## config.mk

```make
export PLATFORM = sky130hd
export DESIGN_NAME = packet_offset_rule_filter_core
export DESIGN_NICKNAME = d
export VERILOG_FILES = /design/src/rtl/rof_pkg.sv /design/src/rtl/rof_front.sv /design/src/rtl/rof_back.sv /design/src/rtl/rof_fifo.sv /design/src/rtl/packet_offset_rule_filter_core.sv
export SDC_FILE = /design/constraint.sdc
export NUM_CORES = 2
export LEC_CHECK = 0
export BUFFER_PORTS_ARGS = -buffer_cell sky130_fd_sc_hd__clkbuf_2
export CORE_MARGIN = 8
export CORE_UTILIZATION = 65
export CTS_BUF_LIST = sky130_fd_sc_hd__clkbuf_8
export DETAILED_ROUTE_END_ITERATION = 6
export GPL_TIMING_DRIVEN = 0
export PLACE_DENSITY_LB_ADDON = 0.25
export SYNTH_ARGS = -nofsm -noshare
export SYNTH_HDL_FRONTEND = slang
export SYNTH_SLANG_ARGS = --single-unit
```

## constraint.sdc

```tcl
create_clock -name clk_i -period 10.6 [get_ports clk_i]
set_input_delay 1.06 -clock clk_i [delete_from_list [all_inputs] [get_ports clk_i]]
set_output_delay 1.06 -clock clk_i [all_outputs]
set_load 0.02 [all_outputs]
```

## src/rtl/rof_pkg.sv

```systemverilog
// Shared types and constants of the offset/value packet filter.
`default_nettype none

package rof_pkg;

  localparam int unsigned VALUE_W     = 64;
  localparam int unsigned OFFSET_W    = 6;
  localparam int unsigned LENGTH_W    = 4;
  localparam int unsigned INDEX_W     = 4;
  localparam int unsigned FAILED_W    = 4;
  // Wide enough for a fill count of the largest window (64 bytes).
  localparam int unsigned FILL_W      = 7;
  localparam int unsigned FIELD_BYTES = 8;

  typedef enum logic {
    CMD_RULE = 1'b0,
    CMD_BYTE = 1'b1
  } cmd_e;

  typedef struct packed {
    logic [VALUE_W-1:0]  value;
    logic [OFFSET_W-1:0] offset;
    logic [LENGTH_W-1:0] length;
  } rule_t;

  typedef struct packed {
    logic              start;
    logic [FILL_W-1:0] fill;
  } job_t;

  typedef struct packed {
    logic                accept;
    logic [FAILED_W-1:0] failed_rule;
  } verdict_t;

  // Mask that keeps the low len bytes of a value; len is at most FIELD_BYTES.
  function automatic logic [VALUE_W-1:0] field_mask(logic [LENGTH_W-1:0] len);
    logic [VALUE_W-1:0] m;
    if (len >= LENGTH_W'(FIELD_BYTES)) begin
      m = '1;
    end else begin
      m = ~({VALUE_W{1'b1}} << {len[2:0], 3'b000});
    end
    return m;
  endfunction

endpackage

`default_nettype wire

```

## src/rtl/rof_front.sv

```systemverilog
// Intake side: rule table, packet capture window and hand-off of finished packets.
`default_nettype none

module rof_front #(
  parameter int unsigned WINDOW_BYTES = 56,
  parameter int unsigned MAX_RULES    = 10,
  localparam int unsigned AW  = $clog2(WINDOW_BYTES),
  localparam int unsigned RIW = (MAX_RULES > 1) ? $clog2(MAX_RULES) : 1
) (
  input  wire logic                              clk_i,
  input  wire logic                              rst_ni,
  input  wire logic                              in_valid_i,
  output logic                                   in_stall_o,
  input  wire logic                              cmd_i,
  input  wire logic [rof_pkg::INDEX_W-1:0]       rule_index_i,
  input  wire logic [rof_pkg::OFFSET_W-1:0]      rule_offset_i,
  input  wire logic [rof_pkg::LENGTH_W-1:0]      rule_length_i,
  input  wire logic [rof_pkg::VALUE_W-1:0]       rule_value_i,
  input  wire logic [7:0]                        data_byte_i,
  input  wire logic                              last_byte_i,
  output rof_pkg::job_t                          job_o,
  input  wire logic                              done_i,
  input  wire logic [RIW-1:0]                    rule_idx_i,
  output rof_pkg::rule_t                         rule_o,
  input  wire logic [AW-1:0]                     rd_addr_i,
  output logic [7:0]                             rd_data_o
);

  localparam int unsigned CW = $clog2(WINDOW_BYTES + 1);

  rof_pkg::rule_t              rules_q [MAX_RULES];
  logic [7:0]                  win_mem [WINDOW_BYTES];
  logic [7:0]                  rd_data_q;
  logic [CW-1:0]               pos_q, pos_d;
  logic                        busy_q, busy_d;
  rof_pkg::job_t               job_q, job_d;
  logic                        accept;
  logic                        byte_acc;
  logic                        rule_acc;
  logic                        wr_en;
  logic [RIW+rof_pkg::INDEX_W-1:0] idx_ext;
  logic                        idx_ok;
  logic [CW-1:0]               pos_next;

  assign accept   = in_valid_i & ~busy_q;
  assign byte_acc = accept & (cmd_i == rof_pkg::CMD_BYTE);
  assign rule_acc = accept & (cmd_i == rof_pkg::CMD_RULE);
  assign wr_en    = byte_acc & (pos_q < CW'(WINDOW_BYTES));
  assign pos_next = wr_en ? pos_q + CW'(1) : pos_q;

  assign idx_ext = {{RIW{1'b0}}, rule_index_i};
  assign idx_ok  = idx_ext < (RIW + rof_pkg::INDEX_W)'(MAX_RULES);

  always_comb begin
    pos_d  = pos_next;
    busy_d = busy_q;
    job_d  = '0;
    if (byte_acc && last_byte_i) begin
      // The window keeps the old bytes; the fill count masks them off.
      job_d.start = 1'b1;
      job_d.fill  = rof_pkg::FILL_W'(pos_next);
      pos_d       = '0;
      busy_d      = 1'b1;
    end else if (done_i) begin
      busy_d = 1'b0;
    end
  end

  always_ff @(posedge clk_i or negedge rst_ni) begin
    if (!rst_ni) begin
      pos_q  <= '0;
      busy_q <= 1'b0;
      job_q  <= '0;
      for (int i = 0; i < int'(MAX_RULES); i++) begin
        rules_q[i] <= '0;
      end
    end else begin
      pos_q  <= pos_d;
      busy_q <= busy_d;
      job_q  <= job_d;
      if (rule_acc && idx_ok) begin
        rules_q[idx_ext[RIW-1:0]] <= '{value:  rule_value_i,
                                       offset: rule_offset_i,
                                       length: rule_length_i};
      end
    end
  end

  always_ff @(posedge clk_i) begin
    if (wr_en) begin
      win_mem[pos_q[AW-1:0]] <= data_byte_i;
    end
    rd_data_q <= win_mem[rd_addr_i];
  end

  assign in_stall_o = busy_q;
  assign job_o      = job_q;
  assign rule_o     = rules_q[rule_idx_i];
  assign rd_data_o  = rd_data_q;

endmodule

`default_nettype wire

```

## src/rtl/rof_back.sv

```systemverilog
// Rule walker: compares each active rule with the captured window, byte by byte.
`default_nettype none

module rof_back #(
  parameter int unsigned WINDOW_BYTES = 56,
  parameter int unsigned MAX_RULES    = 10,
  localparam int unsigned AW  = $clog2(WINDOW_BYTES),
  localparam int unsigned RIW = (MAX_RULES > 1) ? $clog2(MAX_RULES) : 1
) (
  input  wire logic             clk_i,
  input  wire logic             rst_ni,
  input  wire rof_pkg::job_t    job_i,
  output logic                  done_o,
  output logic [RIW-1:0]        rule_idx_o,
  input  wire rof_pkg::rule_t   rule_i,
  output logic [AW-1:0]         rd_addr_o,
  input  wire logic [7:0]       rd_data_i,
  output logic                  push_o,
  output rof_pkg::verdict_t     verdict_o,
  input  wire logic             full_i
);

  localparam int unsigned RW = $clog2(MAX_RULES + 1);

  typedef enum logic [5:0] {
    ST_IDLE  = 6'b000001,
    ST_RULE  = 6'b000010,
    ST_READ  = 6'b000100,
    ST_DATA  = 6'b001000,
    ST_CHECK = 6'b010000,
    ST_DONE  = 6'b100000
  } state_e;

  state_e                          state_q, state_d;
  logic [RW-1:0]                   r_q, r_d;
  logic [rof_pkg::FILL_W-1:0]      fill_q, fill_d;
  logic [rof_pkg::OFFSET_W-1:0]    off_q, off_d;
  logic [rof_pkg::LENGTH_W-1:0]    len_q, len_d;
  logic [rof_pkg::LENGTH_W-1:0]    k_q, k_d;
  logic [rof_pkg::VALUE_W-1:0]     want_q, want_d;
  logic [rof_pkg::VALUE_W-1:0]     seen_q, seen_d;
  logic [rof_pkg::FILL_W-1:0]      addr_q, addr_d;
  rof_pkg::verdict_t               verdict_q, verdict_d;

  logic [rof_pkg::LENGTH_W-1:0]    len_c;
  logic [7:0]                      end_sum;
  logic [rof_pkg::FILL_W-1:0]      addr_sum;
  logic [7:0]                      byte_v;
  logic                            at_end;
  logic                            empty_rule;
  logic [RW+rof_pkg::FAILED_W-1:0] r_ext;
  logic [RW+rof_pkg::FAILED_W-1:0] none_ext;

  assign len_c = (rule_i.length > rof_pkg::LENGTH_W'(rof_pkg::FIELD_BYTES))
               ? rof_pkg::LENGTH_W'(rof_pkg::FIELD_BYTES) : rule_i.length;
  assign end_sum  = {2'b00, rule_i.offset} + {4'b0000, len_c};
  assign addr_sum = {1'b0, off_q} + {3'b000, k_q};
  assign at_end   = (r_q == RW'(MAX_RULES));
  assign empty_rule = (rule_i.offset == '0) && (rule_i.length == '0) &&
                      (rule_i.value == '0);
  // Bytes beyond what this packet filled read as zero.
  assign byte_v   = (addr_q < fill_q) ? rd_data_i : 8'h00;

  // The failing index is reported in four bits, whatever the table depth.
  assign r_ext    = {{rof_pkg::FAILED_W{1'b0}}, r_q};
  assign none_ext = {{rof_pkg::FAILED_W{1'b0}}, RW'(MAX_RULES)};

  always_comb begin
    state_d   = state_q;
    r_d       = r_q;
    fill_d    = fill_q;
    off_d     = off_q;
    len_d     = len_q;
    k_d       = k_q;
    want_d    = want_q;
    seen_d    = seen_q;
    addr_d    = addr_q;
    verdict_d = verdict_q;
    done_o    = 1'b0;
    unique case (state_q)
      ST_IDLE: begin
        if (job_i.start) begin
          fill_d  = job_i.fill;
          r_d     = '0;
          state_d = ST_RULE;
        end
      end
      ST_RULE: begin
        if (at_end || empty_rule) begin
          verdict_d = '{accept: 1'b1, failed_rule: none_ext[rof_pkg::FAILED_W-1:0]};
          state_d   = ST_DONE;
        end else if (end_sum > 8'(WINDOW_BYTES)) begin
          verdict_d = '{accept: 1'b0, failed_rule: r_ext[rof_pkg::FAILED_W-1:0]};
          state_d   = ST_DONE;
        end else if (len_c == '0) begin
          r_d = r_q + RW'(1);
        end else begin
          off_d   = rule_i.offset;
          len_d   = len_c;
          want_d  = rule_i.value & rof_pkg::field_mask(len_c);
          k_d     = '0;
          seen_d  = '0;
          state_d = ST_READ;
        end
      end
      ST_READ: begin
        addr_d  = addr_sum;
        state_d = ST_DATA;
      end
      ST_DATA: begin
        seen_d  = {seen_q[rof_pkg::VALUE_W-9:0], byte_v};
        k_d     = k_q + rof_pkg::LENGTH_W'(1);
        state_d = (k_q + rof_pkg::LENGTH_W'(1) == len_q) ? ST_CHECK : ST_READ;
      end
      ST_CHECK: begin
        if (seen_q == want_q) begin
          r_d     = r_q + RW'(1);
          state_d = ST_RULE;
        end else begin
          verdict_d = '{accept: 1'b0, failed_rule: r_ext[rof_pkg::FAILED_W-1:0]};
          state_d   = ST_DONE;
        end
      end
      ST_DONE: begin
        if (!full_i) begin
          done_o  = 1'b1;
          state_d = ST_IDLE;
        end
      end
      default: begin
        state_d = ST_IDLE;
      end
    endcase
  end

  always_ff @(posedge clk_i or negedge rst_ni) begin
    if (!rst_ni) begin
      state_q <= ST_IDLE;
      r_q     <= '0;
    end else begin
      state_q <= state_d;
      r_q     <= r_d;
    end
  end

  always_ff @(posedge clk_i) begin
    fill_q    <= fill_d;
    off_q     <= off_d;
    len_q     <= len_d;
    k_q       <= k_d;
    want_q    <= want_d;
    seen_q    <= seen_d;
    addr_q    <= addr_d;
    verdict_q <= verdict_d;
  end

  assign rule_idx_o = r_q[RIW-1:0];
  assign rd_addr_o  = addr_sum[AW-1:0];
  assign push_o     = done_o;
  assign verdict_o  = verdict_q;

endmodule

`default_nettype wire

```

## src/rtl/rof_fifo.sv

```systemverilog
// Two-entry queue of verdicts between the rule walker and the output port.
`default_nettype none

module rof_fifo (
  input  wire logic              clk_i,
  input  wire logic              rst_ni,
  input  wire logic              push_i,
  input  wire rof_pkg::verdict_t data_i,
  output logic                   full_o,
  output logic                   valid_o,
  input  wire logic              stall_i,
  output rof_pkg::verdict_t      data_o
);

  rof_pkg::verdict_t entry_q [2];
  logic              wr_ptr_q;
  logic              rd_ptr_q;
  logic [1:0]        count_q;
  logic              pop;

  assign valid_o = (count_q != 2'd0);
  assign full_o  = (count_q == 2'd2);
  assign pop     = valid_o & ~stall_i;
  assign data_o  = entry_q[rd_ptr_q];

  always_ff @(posedge clk_i or negedge rst_ni) begin
    if (!rst_ni) begin
      wr_ptr_q <= 1'b0;
      rd_ptr_q <= 1'b0;
      count_q  <= 2'd0;
    end else begin
      if (push_i) begin
        wr_ptr_q <= ~wr_ptr_q;
      end
      if (pop) begin
        rd_ptr_q <= ~rd_ptr_q;
      end
      if (push_i && !pop) begin
        count_q <= count_q + 2'd1;
      end else if (pop && !push_i) begin
        count_q <= count_q - 2'd1;
      end
    end
  end

  always_ff @(posedge clk_i) begin
    if (push_i) begin
      entry_q[wr_ptr_q] <= data_i;
    end
  end

endmodule

`default_nettype wire

```

## src/rtl/packet_offset_rule_filter_core.sv

```systemverilog
// Top level of the offset/value packet filter.
// Each input word is either a rule write or one packet byte; words other than the
// last byte of a packet do not stall the intake. The last byte starts a walk of the
// rule table in index order, stopping at the end of the table, the first all-zero
// entry or the first failing rule; the intake stalls until that packet's verdict has
// been placed in a two-entry output queue. For each rule the walk reads the table
// entry, then reads and shifts in each compared byte in turn, since the capture
// window is a single-read-port memory read a byte at a time, and then compares.
// Handing the packet to the walker goes through a register, so the intake stays
// stalled for the walk and the hand-off, and longer while the output queue is full.
// The window is not cleared between packets; bytes a packet did not fill read zero.
`default_nettype none

module packet_offset_rule_filter_core #(
  parameter int unsigned WINDOW_BYTES = 56,
  parameter int unsigned MAX_RULES    = 10
) (
  input  wire logic                              clk_i,
  input  wire logic                              rst_ni,
  input  wire logic                              in_valid_i,
  output logic                                   in_stall_o,
  input  wire logic                              cmd_i,
  input  wire logic [rof_pkg::INDEX_W-1:0]       rule_index_i,
  input  wire logic [rof_pkg::OFFSET_W-1:0]      rule_offset_i,
  input  wire logic [rof_pkg::LENGTH_W-1:0]      rule_length_i,
  input  wire logic [rof_pkg::VALUE_W-1:0]       rule_value_i,
  input  wire logic [7:0]                        data_byte_i,
  input  wire logic                              last_byte_i,
  output logic                                   out_valid_o,
  input  wire logic                              out_stall_i,
  output logic                                   accept_o,
  output logic [rof_pkg::FAILED_W-1:0]           failed_rule_o
);

  localparam int unsigned AW  = $clog2(WINDOW_BYTES);
  localparam int unsigned RIW = (MAX_RULES > 1) ? $clog2(MAX_RULES) : 1;

  rof_pkg::job_t     job;
  rof_pkg::rule_t    rule;
  rof_pkg::verdict_t verdict;
  rof_pkg::verdict_t out_verdict;
  logic              done;
  logic [RIW-1:0]    rule_idx;
  logic [AW-1:0]     rd_addr;
  logic [7:0]        rd_data;
  logic              push;
  logic              full;

  rof_front #(
    .WINDOW_BYTES (WINDOW_BYTES),
    .MAX_RULES    (MAX_RULES)
  ) u_front (
    .clk_i         (clk_i),
    .rst_ni        (rst_ni),
    .in_valid_i    (in_valid_i),
    .in_stall_o    (in_stall_o),
    .cmd_i         (cmd_i),
    .rule_index_i  (rule_index_i),
    .rule_offset_i (rule_offset_i),
    .rule_length_i (rule_length_i),
    .rule_value_i  (rule_value_i),
    .data_byte_i   (data_byte_i),
    .last_byte_i   (last_byte_i),
    .job_o         (job),
    .done_i        (done),
    .rule_idx_i    (rule_idx),
    .rule_o        (rule),
    .rd_addr_i     (rd_addr),
    .rd_data_o     (rd_data)
  );

  rof_back #(
    .WINDOW_BYTES (WINDOW_BYTES),
    .MAX_RULES    (MAX_RULES)
  ) u_back (
    .clk_i      (clk_i),
    .rst_ni     (rst_ni),
    .job_i      (job),
    .done_o     (done),
    .rule_idx_o (rule_idx),
    .rule_i     (rule),
    .rd_addr_o  (rd_addr),
    .rd_data_i  (rd_data),
    .push_o     (push),
    .verdict_o  (verdict),
    .full_i     (full)
  );

  rof_fifo u_fifo (
    .clk_i   (clk_i),
    .rst_ni  (rst_ni),
    .push_i  (push),
    .data_i  (verdict),
    .full_o  (full),
    .valid_o (out_valid_o),
    .stall_i (out_stall_i),
    .data_o  (out_verdict)
  );

  assign accept_o      = out_verdict.accept;
  assign failed_rule_o = out_verdict.failed_rule;

endmodule

`default_nettype wire
```

==> metrics <==
global-route wire length before repair=240500 µm; synth warn=0; vias in the first global route=35690; Seq cells post-synth=1394; total power=10.25 mW; Slew HR=-0.04446; I/O Buffers=24; largest net degree at the start of global routing=113; Hold-fix buffers, CTS=0; Setup crit start kind=flip-flop; TritonCTS Buffers=213; # DRC=0; wire length per cell=31.22 µm; Synthesized Nets=3783; GRT Util Overall=0.3236; Post-Syn Area per Cell=16.26 µm²; clock latency at the later pin of the worst-skew pair=910 ps; via count=35340; Final Slew Violations=8; Die Y=319.0 µm; pwr dens=155.9 nW/µm²; Nets=4031; post-DP HPWL=109100 µm; register area share after synthesis=0.6356; status=finished with violations; die area=101800 µm²; Final setup viols=0; layout cell share with drive strength beyond 1=0.3315; IR drop worst, VDD=0.0001284 V; gpl congestion=0.9540; htree depth=4; failing checks=max-capacitance violations, max-slew violations; Clock Path Buffers=3; drt initial violations=4306; Die Width=319.0 µm; Placed Cells=4889; endpoint class of the critical path=flip-flop; Critical Path AT=7900 ps; clock slew at reported path FFs=60 ps; Clock Tree Root=clkbuf_8; CTS tree=done; Final Cycle Share=0.6978; Crit Path Max Fanout=10; Finished Core Util=0.7198; clock sink count=1394; top_reg_cell synth=dfrtp_1; Vias/cell=6.667; EDFF count, synth=618; worst reg-to-reg path cell count=15; DRT Wirelength=165500 µm; post-detailed-route count of antenna-violating nets=0; Max Cap Viol=2; first-pass iteration count of the detailed router=5; Initial Utilization=0.6532; antenna violations before repair=16; Gate Count Post-Synth=3671; Area Overhead vs Synth=10.21%; WHS=163.2 ps; leakage power=26.91 nW; finished layout cell area=65780 µm²; Slew @ Worst Pin=1557 ps; post-route non-filler standard cell count=5301; I/O pin count=99; path category of the worst min-delay check=input pin to asynchronous set/reset pin; core area=91390 µm²; Req. time, crit path=11110 ps; Mapped Area=59690 µm²; Async SR Flop Fraction=0.5509; Clock Skew=41.82 ps; GRT overflow=0; Crit Path Class=flip-flop to flip-flop; post_cts resized=0; crit path time final=7397 ps; Unique masters post-synth=68; setup bufs post-CTS=0; final hold vios=0; Reg-to-Reg Start=u_back.rule_idx_o[3]$_DFFE_PN0P_; RSZ-0062 raised after global routing=false; Placed Instance Area=61510 µm²; fmax=135.2 MHz; RR Endpoint=u_back.verdict_o[3]$_DFFE_PP_; # rows=111; flop-to-flop setup slack=3200 ps
[cell type report]
cell class / instances / area, µm²
Antenna cell: 10 / 25.02
Buffer: 285 / 1239
Clock buffer: 256 / 3523
Clock inverter: 145 / 703.2
Fill cell: 5861 / 25600
Inverter: 23 / 88.84
Multi-Input combinational cell: 1969 / 20440
Sequential cell: 1394 / 37940
Tap cell: 1186 / 1484
Timing Repair Buffer: 33 / 344.1
[worst max path at each step]
stage	startpoint	to	slack, ps	cells after the start
detailed placement	u_back.rule_idx_o[3]$_DFFE_PN0P_	u_back.verdict_o[3]$_DFFE_PP_	3610	15
global placement	rst_ni	u_front.rules_q[377]$_DFFE_PN0P_	-9820	1
CTS	u_back.rule_idx_o[3]$_DFFE_PN0P_	u_back.verdict_o[3]$_DFFE_PP_	3570	15
finish	u_back.rule_idx_o[3]$_DFFE_PN0P_	u_back.verdict_o[3]$_DFFE_PP_	3200	15
global route	u_back.rule_idx_o[3]$_DFFE_PN0P_	u_back.seen_q[32]$_SDFFCE_PP0P_	3430	14
floorplan	u_back.rule_idx_o[0]$_DFFE_PN0P_	u_back.k_q[0]$_SDFFCE_PP0P_	5490	15
[logic make-up (layout without fill, tap and decap cells)]
kind of cell / after synthesis / after routing / share of synthesized area
flops: 1394 / 1394 / 0.6356
compound gates: 230 / 230 / 0.02738
other cells: 0 / 10 / 0
fa+ha+maj: 20 / 20 / 0.004444
xor+xnor: 84 / 84 / 0.01233
simple gates: 424 / 424 / 0.03574
buf+inv: 308 / 742 / 0.02216
mux: 1211 / 1211 / 0.2624
[power breakdown]
group          total [mW]  switching [mW]  leakage, nW  internal, mW
Clock                4.36            2.12         2.45          2.24
Sequential           5.67          0.0120         16.0          5.66
Combinational       0.216           0.163         8.47        0.0533
[layer usage]
metal | up-vias | routed length (µm) | global-route usage
met1 | 18370 | 64950 | 0.4567
li1 | 14390 | - | -
met3 | 443 | 20440 | 0.1039
met5 | - | 49 | 0
met2 | 2125 | 73140 | 0.4709
met4 | 8 | 6919 | 0.1304
[metrics by stage]
| step | setup TNS [ps] | worst slack [ps] |
|---|---|---|
| 3_3_place_gp | -7433050 | -9824 |
| 4_1_cts | 0 | 3568 |
| 2_1_floorplan | 0 | 5489 |
| 6_report | 0 | 3203 |
| 5_1_grt | 0 | 3428 |
| 3_5_place_dp | 0 | 3613 |
[critical path, cell delays in order, from the launching register on]
cell and delay [ps]:
dfrtp_1 500, clkbuf_1 540, nor2_1 680, clkbuf_1 910, clkbuf_1 980, a22oi_1 230
o21ai_0 650, ha_1 350, inv_1 60, fa_1 400, nor2b_1 160, o311ai_0 130
a221o_1 350, a21o_1 190, o31ai_4 100, nor2b_1 730
[Yosys cell counts (all sizes together), types with 16 or more instances]
cell / instances / area share
a21oi: 26 / 0.0022
a22oi: 85 / 0.011
a31oi: 33 / 0.0035
and2: 76 / 0.0080
buf: 143 / 0.012
clkbuf: 142 / 0.0090
dfrtp: 767 / 0.32
edfxtp: 618 / 0.31
ha: 18 / 0.0038
inv: 21 / 0.0013
mux2: 778 / 0.15
mux2i: 231 / 0.039
mux4: 202 / 0.077
nand2: 31 / 0.0019
nand4: 18 / 0.0019
nor2: 189 / 0.012
nor2b: 16 / 0.0017
nor4: 21 / 0.0023
o21ai: 22 / 0.0019
xnor2: 19 / 0.0028
xor2: 65 / 0.0095
[flip-flops by register name, indices dropped and copies added (netlist names)]
| name | cells |
|---|---|
| u_back.len_q | 4 |
| u_fifo.count_q | 2 |
| u_back.fill_q | 6 |
| u_back.want_q | 64 |
| u_back.off_q | 6 |
| u_front.in_stall_o | 1 |
| u_back.k_q | 4 |
| u_fifo.entry_q | 10 |
| u_back.state_q | 6 |
| u_front.rd_data_o | 8 |
| u_back.verdict_o | 5 |
| u_front.job_o | 7 |
| u_back.seen_q | 64 |
| u_front.win_mem | 448 |
| u_front.rules_q | 740 |
| u_back.addr_q | 7 |
| u_back.rule_idx_o | 4 |
| u_fifo.wr_ptr_q | 1 |
| u_fifo.rd_ptr_q | 1 |
| u_front.pos_q | 6 |
[cell usage in the layout, fill, tap and decap left out, types with 26 or more instances in the layout]
cell and count:
mux4_2 193, xor2_1 65, a31oi_1 33, clkinv_1 37
a21oi_1 26, clkbuf_1 140, inv_1 97, dfrtp_1 767
edfxtp_1 618, nand2_1 30, mux2_2 777, and2_1 76
clkbuf_8 257, nor2_1 189, a22oi_1 85, buf_2 27
buf_1 95, mux2i_1 231
No activity file was read; power rests on OpenSTA's default activity.
